## src/nsfc_pkg.sv

```systemverilog
// shared types, constants and lookup functions of the nmea sentence framer checker
// no dependencies
package nsfc_pkg;

	localparam int LINE_BUFFER_BYTES_DEF = 128;
	localparam int ADDR_MAX = 7;
	localparam int NUM_TPL = 15;
	localparam logic [3:0] NO_TYPE = 4'd15;
	localparam int QUEUE_DEPTH = 2;
	localparam int QAW = $clog2(QUEUE_DEPTH);

	localparam logic [7:0] CH_DOLLAR = 8'h24;
	localparam logic [7:0] CH_STAR = 8'h2A;
	localparam logic [7:0] CH_COMMA = 8'h2C;
	localparam logic [7:0] CH_CR = 8'h0D;
	localparam logic [7:0] CH_LF = 8'h0A;
	localparam logic [7:0] CH_LOW = 8'd32;
	localparam logic [7:0] CH_HIGH = 8'd127;

	typedef enum logic [2:0] {
		PH_IDLE,
		PH_BODY,
		PH_DIG_HI,
		PH_DIG_LO,
		PH_CR,
		PH_TAIL
	} phase_t;

	typedef enum logic [1:0] {
		ST_OK,
		ST_BAD_CHAR,
		ST_BAD_SUM,
		ST_NO_CR
	} status_t;

	typedef struct packed {
		status_t err;
		logic [ADDR_MAX-1:0][7:0] addr;
		logic [3:0] alen;
		logic [7:0] commas;
		logic [7:0] xsum;
	} line_t;

	typedef struct packed {
		logic full;
		logic empty;
	} q_stat_t;

	// templates padded with wildcards to the full address width
	localparam logic [ADDR_MAX*8-1:0] TPL_TEXT [NUM_TPL] = '{
		"**GGA**", "**RMC**", "POHPR**", "POUGT**", "PODST**",
		"PONDM**", "PORZA**", "PORZB**", "PONGL**", "PNVGO**",
		"PNVGVER", "PNVGS**", "PNVGR**", "PORZV**", "**ZDA**"
	};

	localparam logic [3:0] TPL_LEN [NUM_TPL] = '{
		4'd5, 4'd5, 4'd5, 4'd5, 4'd5, 4'd5, 4'd5, 4'd5,
		4'd5, 4'd5, 4'd7, 4'd5, 4'd5, 4'd5, 4'd5
	};

	function automatic logic [7:0] hex_char(input logic [3:0] n);
		logic [7:0] r;
		if (n < 4'd10) begin
			r = 8'h30 + {4'h0, n};
		end else begin
			r = 8'h37 + {4'h0, n};
		end
		return r;
	endfunction

	function automatic logic [3:0] tpl_match(input logic [ADDR_MAX-1:0][7:0] chars,
			input logic [3:0] alen);
		logic [3:0] idx;
		logic hit;
		logic [7:0] tc;
		idx = NO_TYPE;
		for (int i = NUM_TPL - 1; i >= 0; i--) begin
			hit = (TPL_LEN[i] == alen);
			for (int j = 0; j < ADDR_MAX; j++) begin
				tc = TPL_TEXT[i][8*(ADDR_MAX-1-j) +: 8];
				if (tc != CH_STAR && tc != chars[j]) begin
					hit = 1'b0;
				end
			end
			if (hit) begin
				idx = 4'(i);
			end
		end
		return idx;
	endfunction

endpackage

```

## src/nsfc_front.sv

```systemverilog
// front part: framing state machine, xor, comma count and address capture per byte
// depends on nsfc_pkg
module nsfc_front import nsfc_pkg::*; #(
	parameter int LINE_BUFFER_BYTES = LINE_BUFFER_BYTES_DEF
) (
	input  logic       clk,
	input  logic       arst_n,
	input  logic       fire,
	input  logic [7:0] rx_byte,
	output logic       push,
	output line_t      line
);

	localparam int POS_W = $clog2(LINE_BUFFER_BYTES + 1);
	localparam logic [POS_W-1:0] POS_MAX = POS_W'(LINE_BUFFER_BYTES);
	localparam logic [7:0] COMMA_SAT = 8'((LINE_BUFFER_BYTES > 255) ? 255 : LINE_BUFFER_BYTES);

	phase_t phase_q, phase_d;
	logic [POS_W-1:0] pos_q;
	logic [7:0] xor_q;
	logic [7:0] commas_q;
	logic [ADDR_MAX-1:0][7:0] chars_q;
	logic [3:0] alen_q;
	logic closed_q;
	status_t err_q;

	logic is_dollar, live, is_lf, body_live, char_ok, char_wr;
	status_t err_fin;

	// next phase
	always_comb begin
		phase_d = phase_q;
		if (fire) begin
			if (rx_byte == CH_DOLLAR) begin
				phase_d = PH_BODY;
			end else if (phase_q != PH_IDLE) begin
				if (pos_q >= POS_MAX || rx_byte == CH_LF) begin
					phase_d = PH_IDLE;
				end else begin
					case (phase_q)
						PH_BODY:   if (rx_byte == CH_STAR) phase_d = PH_DIG_HI;
						PH_DIG_HI: phase_d = PH_DIG_LO;
						PH_DIG_LO: phase_d = PH_CR;
						PH_CR:     phase_d = PH_TAIL;
						default:   phase_d = phase_q;
					endcase
				end
			end
		end
	end

	// per-byte decisions
	always_comb begin
		is_dollar = (rx_byte == CH_DOLLAR);
		is_lf = (rx_byte == CH_LF);
		live = fire && !is_dollar && phase_q != PH_IDLE && pos_q < POS_MAX;
		push = live && is_lf;
		char_ok = rx_byte inside {[CH_LOW:CH_HIGH]};
		body_live = live && !is_lf && phase_q == PH_BODY && rx_byte != CH_STAR &&
			err_q == ST_OK;
		char_wr = body_live && char_ok && rx_byte != CH_COMMA && !closed_q &&
			alen_q < 4'(ADDR_MAX);
		err_fin = err_q;
		if (err_q == ST_OK) begin
			case (phase_q)
				PH_BODY:   err_fin = ST_BAD_CHAR;
				PH_DIG_HI: err_fin = ST_BAD_SUM;
				PH_DIG_LO: err_fin = ST_BAD_SUM;
				PH_CR:     err_fin = ST_NO_CR;
				default:   err_fin = err_q;
			endcase
		end
		line.err = err_fin;
		line.addr = chars_q;
		line.alen = alen_q;
		line.commas = commas_q;
		line.xsum = xor_q;
	end

	always_ff @(posedge clk or negedge arst_n) begin
		if (!arst_n) begin
			phase_q <= PH_IDLE;
			pos_q <= '0;
			xor_q <= '0;
			commas_q <= '0;
			alen_q <= '0;
			closed_q <= 1'b0;
			err_q <= ST_OK;
		end else begin
			phase_q <= phase_d;
			if (fire && is_dollar) begin
				pos_q <= POS_W'(1);
				xor_q <= '0;
				commas_q <= '0;
				alen_q <= '0;
				closed_q <= 1'b0;
				err_q <= ST_OK;
			end else if (live) begin
				pos_q <= pos_q + 1'b1;
				if (!is_lf) begin
					case (phase_q)
						PH_BODY: begin
							if (rx_byte == CH_STAR) begin
								closed_q <= 1'b1;
							end else if (body_live) begin
								if (!char_ok) begin
									err_q <= ST_BAD_CHAR;
								end else begin
									xor_q <= xor_q ^ rx_byte;
									if (rx_byte == CH_COMMA) begin
										if (commas_q < COMMA_SAT) commas_q <= commas_q + 1'b1;
										closed_q <= 1'b1;
									end else if (!closed_q && alen_q <= 4'(ADDR_MAX)) begin
										alen_q <= alen_q + 1'b1;
									end
								end
							end
						end
						PH_DIG_HI: begin
							if (rx_byte != hex_char(xor_q[7:4]) && err_q == ST_OK)
								err_q <= ST_BAD_SUM;
						end
						PH_DIG_LO: begin
							if (rx_byte != hex_char(xor_q[3:0]) && err_q == ST_OK)
								err_q <= ST_BAD_SUM;
						end
						PH_CR: begin
							if (rx_byte != CH_CR && err_q == ST_OK) err_q <= ST_NO_CR;
						end
						default: ;
					endcase
				end
			end
		end
	end

	always_ff @(posedge clk) begin
		if (char_wr) begin
			chars_q[alen_q[2:0]] <= rx_byte;
		end
	end

endmodule

```

## config.mk

```make
export PLATFORM = sky130hd
export DESIGN_NAME = nsfc_front
export DESIGN_NICKNAME = d
export VERILOG_FILES = /design/src/nsfc_pkg.sv /design/src/nsfc_front.sv
export SDC_FILE = /design/constraint.sdc
export NUM_CORES = 1
export LEC_CHECK = 0
export BUFFER_PORTS_ARGS = -buffer_cell sky130_fd_sc_hd__buf_2
export CELL_PAD_IN_SITES_DETAIL_PLACEMENT = 1
export CELL_PAD_IN_SITES_GLOBAL_PLACEMENT = 2
export CORE_AREA = 2 2 106 108
export DETAILED_ROUTE_END_ITERATION = 8
export DIE_AREA = 0 0 108 110
export MAX_ROUTING_LAYER = met4
export PLACE_DENSITY_LB_ADDON = 0.12
export RECOVER_POWER = 25
export SLEW_MARGIN = 20
export SYNTH_ARGS = -nofsm -noshare
export SYNTH_HDL_FRONTEND = slang
export SYNTH_SLANG_ARGS = --single-unit
export TNS_END_PERCENT = 50
```

## constraint.sdc

```tcl
create_clock -name clk -period 9.2 [get_ports clk]
set_input_delay 0 -clock clk [delete_from_list [all_inputs] [get_ports clk]]
set_output_delay 0 -clock clk [all_outputs]
set_load 0.05 [all_outputs]
```

==> metrics.md, run 1 <==
| Metric | Value |
|---|---|
| Die width | 108 um |
| Worst Path Required | 9180 ps |
| Hold-critical path depth | 1 |
| Clk Latency, worst-skew pair | roughly 360 ps |
| Synth Area in Compound Gates | a little under a tenth |
| Slowest library cell on the worst path | nor3_1 |
| CTS Hold Buffers Added | 2 |
| Max incr delay on CP | roughly 730 ps |
| Cell breakdown of the critical path | or3b_1 > or4_1 > or4b_1 > nand2b_4 > nor3_1 |
| Synthesized area | 4020 sq um |
| Async S/R FF share, synth | between 30 and 40% |
| Vias in the first global route | 2921 |
| Outcome | complete, but fails checks |
| Yosys Warn Count | 0 |
| Post-synthesis mux area share | under 10% |
| Worst hold path type | in -> reg |
| Routed wire length | just over 10000 um |
| First-pass GRT wire length | 15900 um |
| Adder-Cell Fraction of Synth Area | 1.87% |
| Sequential share of the synthesized area | 63.0% |
| Fin crit share | approximately two fifths |
| Vias | about 2.9k |
| Reg2reg path depth | 5 |
| RR Endpoint | line[20] |
| Setup Crit Path Kind | reg -> reg |
| Slew Limit Fails | 35 |
| Num rows | 38 |
| Period minus WS final | roughly 3600 ps |
| RSZ-0062 raised after global routing | no |
| H-tree depth | 3 |
| Slew HR | -27.3% |
| Setup TNS | 0 ps |
| Port bufs | just under 90 |
| DP Area | 4600 sq um |
| Hold EP | line[59] |
| Hold wc startpoint | rx_byte[7] |
| CTS resizes | 0 |
| Antenna-violating nets left | 0 |
| Max Freq | 280 MHz |
| Total grt overflow | 0 |
| Initial Util | a little under two fifths |
| Final setup skew | around 12 ps |
| Post-Layout Cell Count | 567 |
| Fin nets | ~440 |
| Internal reg-to-reg setup slack | between 5000 and 6000 ps |
| Pin count of the biggest net entering global routing | 35 |
| Ys flop type | edfxtp_1 |
| Share of cells above drive strength 1 | between 20% and 30% |
| Largest family of logic cells by synthesized area | simple AND/OR/NAND/NOR gates |
| Clock transition at path regs | 100 ps |
| Hold Vio Cnt, Final | 0 |
| Final setup fails | 0 |
| Worst setup EP type | register |
| Post-route DRC | 0 |
| Util after Layout | ~45% |
| Die area | 11900 sq um |
| DP Worst Slack | about 5700 ps |
| Worst-case clock buffer depth | 2 |
| DP HPWL | about 7300 um |
| Xor/xnor share of the synthesized area | around 5.5% |
| Simple-gate share of the synthesized area | 16.4% |
| CTS tree | done |
| Io pins | 90 |
| Worst EP arrival | approximately 3600 ps |
| Initial antenna violation count | 0 |
| Min Hold Slack | roughly 180 ps |
| Gp weighted congestion | 0.898 |
| Tot Pwr | approximately 1.1 mW |
| Clock sink count | 90 |
| Routed len/inst | ~18 um |
| Worst flop-to-flop path startpoint | phase_q[0] |
| Leakage power | just under 2 nW |
| Ant diodes | 0 |
| Root Driver | clkbuf_8 |
| Syn_area_per_cell | between 10 and 15 sq um |
| Failing checks | max-capacitance violations, max-slew violations |
| Worst setup margin | roughly 5600 ps |
| Overall fraction of global-route tracks in use | a little under a fifth |
| Cell area after layout | 4810 sq um |
| CP max FO | 13 |
| Syn_nets | 348 |
| Pwr per Cell Area | 219 nW/um^2 |
| Starting DRT DRC Count | between 150 and 200 |
| Cell Count Post-Placement | about 550 |
| Max_cap viols | 1 |
| Post-CTS Setup Repair Bufs | 0 |
| Distinct cells, synth | approximately 50 |
| Die Height | 110 um |
| DRT Pass-1 Iters | 4 |
| Syn-to-layout area delta | 19.8% |
| Actual slew at the worst max-slew pin | 1910 ps |
| Vias per cell | slightly above 5 |
| Post-synth EDFFs | 56 |
| VDD IR-drop max | 0.0887 mV |
| Synthesized flop and latch total | 90 |
| Worst setup SP type | register |
| Post-Synthesis Cells | roughly 330 |
| CORE AREA | around 11000 sq um |
| Num CTS Buffers | 9 |
synth_stat cells, types with 4 or more instances:
| library cell | instances | area share [%] |
|---|---|---|
| clkbuf_1 | 11 | 1.0 |
| a21oi_1 | 16 | 2.0 |
| edfxtp_1 | 56 | 42 |
| nor2_1 | 35 | 3.3 |
| xor2_1 | 9 | 2.0 |
| nand2_1 | 15 | 1.4 |
| nand4_1 | 7 | 1.1 |
| ha_1 | 6 | 1.9 |
| a31oi_1 | 8 | 1.2 |
| nand2b_1 | 10 | 1.6 |
| xnor2_1 | 16 | 3.5 |
| inv_1 | 16 | 1.5 |
| dfrtp_1 | 34 | 21 |
| o21ai_0 | 17 | 2.1 |
| nor2b_1 | 6 | 0.93 |
| nor3_1 | 8 | 1.0 |
| and3b_1 | 4 | 0.87 |
| nand3_1 | 7 | 0.87 |
worst max path at each step:
stage               slack [ps]  endpoint       start  depth (start not counted)
floorplan                 6160  line[20]  phase_q[2]                          6
global placement          5680  line[23]  phase_q[0]                          5
detailed placement        5660  line[25]  phase_q[0]                          5
CTS                       5640  line[27]  phase_q[0]                          5
global route              5360  line[20]  phase_q[0]                          5
finish                    5620  line[20]  phase_q[0]                          5
power breakdown:
group          switching [mW]  leakage, nW  internal, mW
combinational           0.161        0.922        0.0895
clock                   0.148       0.0975         0.129
sequential             0.0624        0.927         0.465
worst max-delay path, delay by kind of cell, from the launching register on:
kind             cells  cell delay, ps
AND/OR/NAND/NOR      5            2620
flip-flops           1             570
placed cells by master (no fill, tap or decap), drive strengths merged, types with 3 or more instances in the layout:
master / netlist / routed
nor3: 9 / 9
a31oi: 8 / 8
and3b: 4 / 4
a211oi: 5 / 5
mux2i: 3 / 3
xor2: 9 / 9
nand2: 15 / 15
o21ai: 17 / 17
ha: 6 / 6
nor2: 36 / 36
dfrtp: 34 / 34
nor3b: 3 / 3
nand2b: 11 / 11
nor2b: 6 / 6
or3: 3 / 3
clkbuf: 11 / 19
xnor2: 16 / 16
nand4: 7 / 7
buf: 2 / 82
a21oi: 16 / 16
nand3: 7 / 7
edfxtp: 56 / 56
inv: 16 / 18
area by class of cell:
cell class | instances | area (sq um)
Fill cell | 1182 | 5890
Clock buffer | 10 | 128
Multi-Input combinational cell | 212 | 1380
Sequential cell | 90 | 2530
Inverter | 16 | 60.1
Clock inverter | 6 | 72.6
Timing Repair Buffer | 93 | 469
Tap cell | 140 | 175
layer usage:
metal	vias up	wire length [um]	track usage, %
met5	-	0	-
met4	0	203	7.23
met3	18	496	3.82
met2	95	5080	31.2
met1	1441	4440	22.3
li1	1367	-	-
kinds of logic after synthesis:
kind of cell | Yosys count
buffers and inverters | 29
flip-flops | 90
multiplexers | 5
XOR/XNOR | 25
AND/OR/NAND/NOR | 117
AO/OA/AOI/OAI | 59
adder cells (fa/ha/maj) | 6
state kept, by name, indices dropped and copies added (netlist names):
register	count
line	56
commas_q	8
pos_q	8
xor_q	8
alen_q	4
phase_q	3
err_q	2
closed_q	1
No activity file was read; power rests on OpenSTA's default activity.
==> inputs of run 2 (changes only) <==
ABC_AREA = 1   (was unset)
CORE_AREA = 2 2 117 119   (was 2 2 106 108)
DIE_AREA = 0 0 119 121   (was 0 0 108 110)
clock period = 3.31 ns   (was 9.2 ns; I/O delays follow)
==> metrics.md, run 2 <==
| Metric | Value |
|---|---|
| Largest area contributor in the netlist | edfxtp_1 |
| # fillers | 1563 (+32%) |
| Max reg flops | 56 (unchanged) |
| Ant diodes | 0 (unchanged) |
| Multi-input logic area | 1450 sq um (+5.5%) |
| First-pass GRT wire length | 18600 um (+16%) |
| Worst EP arrival | 2350 ps (-1210 ps) |
| Post-Synthesis Cells | 441 (+33%) |
| Routed len/inst | 16.3 um (-9.7%) |
| Overall fraction of global-route tracks in use | 17.4% (-1.2 points) |
| Syn_area_per_cell | 9.69 sq um (-20%) |
| Die width | 119 um (+10%) |
| Syn_nets | 458 (+32%) |
| Syn-to-layout area delta | 22.5% |
| Cell breakdown of the critical path | nor3_4 > nand2_2 > nor2_4 > nand2_4 > inv_1 > nand4_1 > nor2_1 |
| Routed wire length | 11800 um (+15%) |
| Clock sink count | 90 (unchanged) |
| Max Freq | 421 MHz (+51%) |
| Synthesized flop and latch total | 90 (unchanged) |
| Sequential cell area | 2530 sq um (unchanged) |
| Port bufs | 89 (unchanged) |
| CORE AREA | 13100 sq um (+22%) |
| Setup TNS | 0 ps (unchanged) |
| Sequential share of the synthesized area | 59.3% (-3.7 points) |
| Commonest non-fill, non-tap cell in the layout | nand2_1 |
| Yosys Warn Count | 0 (unchanged) |
| Worst-case clock buffer depth | 2 (unchanged) |
| Period minus WS final | 2380 ps (-1200 ps) |
| Num CTS Buffers | 9 (unchanged) |
| Share of cells above drive strength 1 | 24.7% (-1.8 points) |
| Worst Path Required | 3280 ps (-5900 ps) |
| Pin count of the biggest net entering global routing | 35 (unchanged) |
| Met1 Use GR | 22.4% (+0.057 points) |
| Clock transition at path regs | 70 ps (-30 ps) |
| Synthesized area | 4270 sq um (+6.3%) |
| RSZ-0062 raised after global routing | no |
| Post-CTS Setup Repair Bufs | 0 (unchanged) |
| Die area | 14400 sq um (+21%) |
| GRT met2 Usage | 27.9% (-3.2 points) |
| VDD IR-drop max | 0.200 mV (+130%) |
| Gp weighted congestion | 0.799 (-11%) |
| Initial antenna violation count | 0 (unchanged) |
| Count leader, synth | nand2_1 |
| Post-synth EDFFs | 56 (unchanged) |
| Fin nets | 559 (+27%) |
| H-tree depth | 3 (unchanged) |
| Setup Crit Path Kind | reg -> reg |
| Max incr delay on CP | 580 ps (-150 ps) |
| Hold Vio Cnt, Final | 0 (unchanged) |
| Num rows | 42 (+11%) |
| Pwr per Cell Area | 525 nW/um^2 (+140%) |
| Initial Util | 32.6% (-4.9 points) |
| Async S/R FF share, synth | 37.8% (unchanged) |
| Met3 usage | 3.43% (-0.39 points) |
| Actual slew at the worst max-slew pin | 863 ps (-1050 ps) |
| Commonest non-fill, non-tap cells in the layout | nand2_1, buf_2, edfxtp_1, inv_1, nor2_1 |
| Post-route DRC | 0 (unchanged) |
| Root Driver | clkbuf_16 |
| Max_cap viols | 0 (-1) |
| Most used routing layer | met2 |
| Io pins | 90 (unchanged) |
| DP HPWL | 8750 um (+20%) |
| Leakage power | 2.34 nW (+20%) |
| Die Height | 121 um (+10%) |
| Synth top area share | 39.4% (-2.5 points) |
| CTS tree | done |
| Post-synth top cells | nand2_1, edfxtp_1, inv_1 |
| Vias in the first global route | 3417 (+17%) |
| Crit path max-delay family | simple AND/OR/NAND/NOR gates |
| Starting DRT DRC Count | 191 (+20%) |
| Worst hold path type | in -> reg |
| Vias per cell | 4.62 (-10%) |
| Worst setup EP type | register |
| Outcome | complete, no violations |
| Total grt overflow | 0 (unchanged) |
| Tot Pwr | 2.75 mW (+160%) |
| DRT Pass-1 Iters | 4 (unchanged) |
| Util after Layout | 40.0% (-5.0 points) |
| Final setup fails | 0 (unchanged) |
| Synth area leaders | edfxtp_1, dfrtp_1, nand2_1, inv_1, nor2_1 |
| Vias | 3341 (+14%) |
| Worst setup SP type | register |
| CP max FO | 8 (-5) |
| Slew HR | 42.5% (+70 points) |
| Distinct cells, synth | 35 (-31%) |
| Antenna-violating nets left | 0 (unchanged) |
| Slowest library cell on the worst path | nor2_1 |
| Clk Latency, worst-skew pair | 340 ps (-20 ps) |
| Slew Limit Fails | 0 (-100%) |
| CP bufs+invs | 1 (+1) |
| Fin crit share | 71.8% (+33 points) |
| Final setup skew | 6.05 ps (-5.68 ps) |
| Ys flop type | edfxtp_1 |
==> run 2: timing repair <==
item	CTS	global route
hold buffers	1	0
hold endpoints to repair	34	0
resized for setup	0	0
==> run 2: area by class of cell <==
type | count | area share [%]
clock buffers | 9 | 4.30
clock inverters | 7 | 1.60
inverters | 62 | 4.47
multi-input cells | 282 | 27.7
flip-flops and latches | 90 | 48.4
well taps | 176 | 4.21
repair buffers | 97 | 9.32
==> run 2: path summary, 6_finish.rpt <==
kind                       startpoint           to  slack [ps]  cells after the start
setup / recovery           phase_q[2]     line[72]         930                      7
max in group asynchronous      arst_n     xor_q[7]        2460                      2
min in group asynchronous      arst_n  commas_q[2]         310                      2
hold reg to reg              pos_q[3]     pos_q[3]         520                      1
setup reg to reg           phase_q[2]     line[72]         930                      7
hold / removal             rx_byte[4]     line[24]         130                      1
==> run 2: per-layer routing <==
metal | wire, um | share of wire [%]
met1 | 5540 | 47
met2 | 5590 | 48
met3 | 456 | 3.9
met4 | 177 | 1.5
met5 | 0 | 0
==> run 2: cell families after synthesis <==
logic type | Yosys count | synth area share (%)
buffers and inverters | 69 | 6.77
adders and majority gates | 6 | 1.76
DFF | 90 | 59.3
AOI/OAI and AO/OA | 55 | 7.50
xor gates and xnor gates | 7 | 1.44
and+or+nand+nor | 214 | 23.3
==> run 2: power by group <==
| part | leakage, nW | total (mW) | switching, mW | internal, mW |
|---|---|---|---|---|
| Sequential | 0.885 | 1.29 | 0.0425 | 1.25 |
| Clock | 0.149 | 1.08 | 0.474 | 0.602 |
| Combinational | 1.31 | 0.383 | 0.279 | 0.105 |
==> run 2: through the flow <==
stage / setup WS [ps] / instance area (sq um) / hold slack (ps) / cells
floorplan: 1070 / 4270 / -296 / 441
global placement: 1120 / 4930 / 166 / 706
detailed placement: 946 / 4930 / 169 / 706
CTS: 932 / 5250 / 19.9 / 723
global route: 697 / 5230 / 158 / 723
finish: 934 / 5230 / 130 / 723
==> inputs of run 3 (changes only) <==
CORE_AREA = 2 2 123 125   (was 2 2 117 119)
DIE_AREA = 0 0 125 127   (was 0 0 119 121)
clock period = 2 ns   (was 3.31 ns; I/O delays follow)
==> metrics.md, run 3 (synthesized netlist as in run 2, its figures left out) <==
| Metric | Value |
|---|---|
| Pin count of the biggest net entering global routing | 22 (-37%) |
| Slew HR | 35.6% (-6.9 points) |
| Clock sink count | 90 (unchanged) |
| Reg2reg path depth | 10 (+3) |
| Worst setup EP type | register |
| Most used routing layer | met2 |
| Max incr delay on CP | 360 ps (-220 ps) |
| Met3 usage | 4.36% (+0.92 points) |
| Commonest non-fill, non-tap cell in the layout | nand2_1 |
| DRT Pass-1 Iters | 4 (unchanged) |
| Final setup skew | 10.1 ps (+4.05 ps) |
| Routed len/inst | 15.5 um (-4.9%) |
| Worst hold path type | in -> reg |
| Worst Path Required | 2070 ps (-1210 ps) |
| Max Freq | 536 MHz (+27%) |
| Io pins | 90 (unchanged) |
| Syn-to-layout area delta | 31.5% |
| Leakage power | 2.57 nW (+9.8%) |
| Clock transition at path regs | 70 ps (about the same) |
| Vias in the first global route | 3600 (+5.4%) |
| CORE AREA | 14400 sq um (+10%) |
| Total grt overflow | 0 (unchanged) |
| Util after Layout | 38.9% (-1.1 points) |
| Tot Pwr | 4.62 mW (+68%) |
| Commonest non-fill, non-tap cells in the layout | nand2_1, buf_2, edfxtp_1, inv_1, nor2_1 |
| Min Hold Slack | 114 ps (-16.1 ps) |
| Overall fraction of global-route tracks in use | 16.3% (-1.1 points) |
| H-tree depth | 3 (unchanged) |
| Die area | 15900 sq um (+10%) |
| GRT met2 Usage | 25.5% (-2.4 points) |
| Actual slew at the worst max-slew pin | 966 ps (+103 ps) |
| Gp weighted congestion | 0.769 (-3.7%) |
| Die width | 125 um (+5.0%) |
| Hold Vio Cnt, Final | 0 (unchanged) |
| Max reg flops | 56 (unchanged) |
| Max_cap viols | 0 (unchanged) |
| Port bufs | 89 (unchanged) |
| Share of cells above drive strength 1 | 31.7% (+7.0 points) |
| Num CTS Buffers | 9 (unchanged) |
| DP Area | 5250 sq um (+6.4%) |
| Multi-input logic area | 1510 sq um (+4.1%) |
| Cell breakdown of the critical path | inv_2 > nor3_4 > nand2_2 > nor2_4 > nand2_4 > inv_2 > nand4_1 > buf_6 > nor3_4 > buf_4 |
| Vias per cell | 4.49 (-2.8%) |
| Outcome | complete, no violations |
| # fillers | 1711 (+9.5%) |
| Num rows | 44 (+4.8%) |
| Met1 Use GR | 21.3% (-1.1 points) |
| CTS tree | done |
| DP Worst Slack | -51.6 ps (-997 ps) |
| DP HPWL | 9310 um (+6.4%) |
| Cell area after layout | 5620 sq um (+7.3%) |
| Hold-critical path depth | 4 (+3) |
| Worst EP arrival | 1930 ps (-420 ps) |
| Starting DRT DRC Count | 162 (-15%) |
| Vias | 3454 (+3.4%) |
| Worst setup margin | 135 ps (-799 ps) |
| Fin nets | 596 (+6.6%) |
| Initial Util | 29.6% (-3.0 points) |
| Setup TNS | 0 ps (unchanged) |
| Post-route DRC | 0 (unchanged) |
| CP max FO | 6 (-2) |
| Root Driver | clkbuf_16 |
| Routed wire length | 11900 um (+1.2%) |
| Initial antenna violation count | 1 (+1) |
| Final setup fails | 0 (unchanged) |
| VDD IR-drop max | 0.375 mV (+87%) |
| Sequential cell area | 2540 sq um (+0.15%) |
| Setup Crit Path Kind | reg -> reg |
| Worst setup SP type | register |
| First-pass GRT wire length | 19800 um (+6.7%) |
| Worst-case clock buffer depth | 2 (unchanged) |
| Pwr per Cell Area | 822 nW/um^2 (+57%) |
| Fin crit share | 93.2% (+21 points) |
| Cell Count Post-Placement | 748 (+5.9%) |
| Slowest library cell on the worst path | dfrtp_1 |
| Post-Layout Cell Count | 769 (+6.4%) |
| Period minus WS final | 1860 ps (-511 ps) |
| Clk Latency, worst-skew pair | 340 ps (about the same) |
| Die Height | 127 um (+5.0%) |
| Antenna-violating nets left | 0 (unchanged) |
| Slew Limit Fails | 0 (unchanged) |
-- run 3: cell types whose count changed in the layout (fill, tap and decap cells not counted), sizes merged --
cell,previous run,this run
clkinv,2,3
buf,80,117
diode,0,1
clkinvlp,1,0
-- run 3: routing by layer --
layer	part of all wire [%]	wire (um)	vias to the layer above
met4	0.79	94	0
met1	47	5640	1643
li1	-	-	1730
met5	0	0	-
met2	47	5620	74
met3	4.6	551	7
-- run 3: where the power goes --
group	switching (mW)	internal (mW)	leakage (nW)	total, mW
registers	0.0711	2.06	0.882	2.13
clock network	0.781	1.00	0.156	1.79
logic	0.467	0.232	1.53	0.699
total	1.32	3.30	2.57	4.62
-- run 3: cell type report --
class / instances / share of cell area, %
antenna: 1 / 0.0446
clock buffer: 9 / 4.01
clock inverter: 7 / 1.65
inverter: 62 / 4.17
multi-input combinational: 282 / 26.9
sequential: 90 / 45.2
tap: 184 / 4.10
timing repair buffer: 134 / 14.0
-- run 3: final timing paths --
check	startpoint	end	slack [ps]
worst max register to register	phase_q[0]	line[57]	140
worst max-delay path	phase_q[0]	line[57]	140
worst min register to register	pos_q[3]	pos_q[3]	500
worst min-delay path	fire	alen_q[3]	110
max in group asynchronous	arst_n	phase_q[1]	810
min in group asynchronous	arst_n	commas_q[7]	320
-- run 3: worst max-delay path, delay by kind of cell (launching register included) --
| family | cells | cell delay [ps] |
|---|---|---|
| flops | 1 | 360 |
| buf+inv | 4 | 480 |
| simple gates | 6 | 750 |
-- run 3: repair_timing --
item                                    in CTS  in global routing
hold buffers                                 1                  0
resized for setup                            0                 12
hold endpoints to repair                    13                  0
endpoints found under the setup margin      21                 63
buffers inserted                             2                  1
pin swaps                                    2                  2
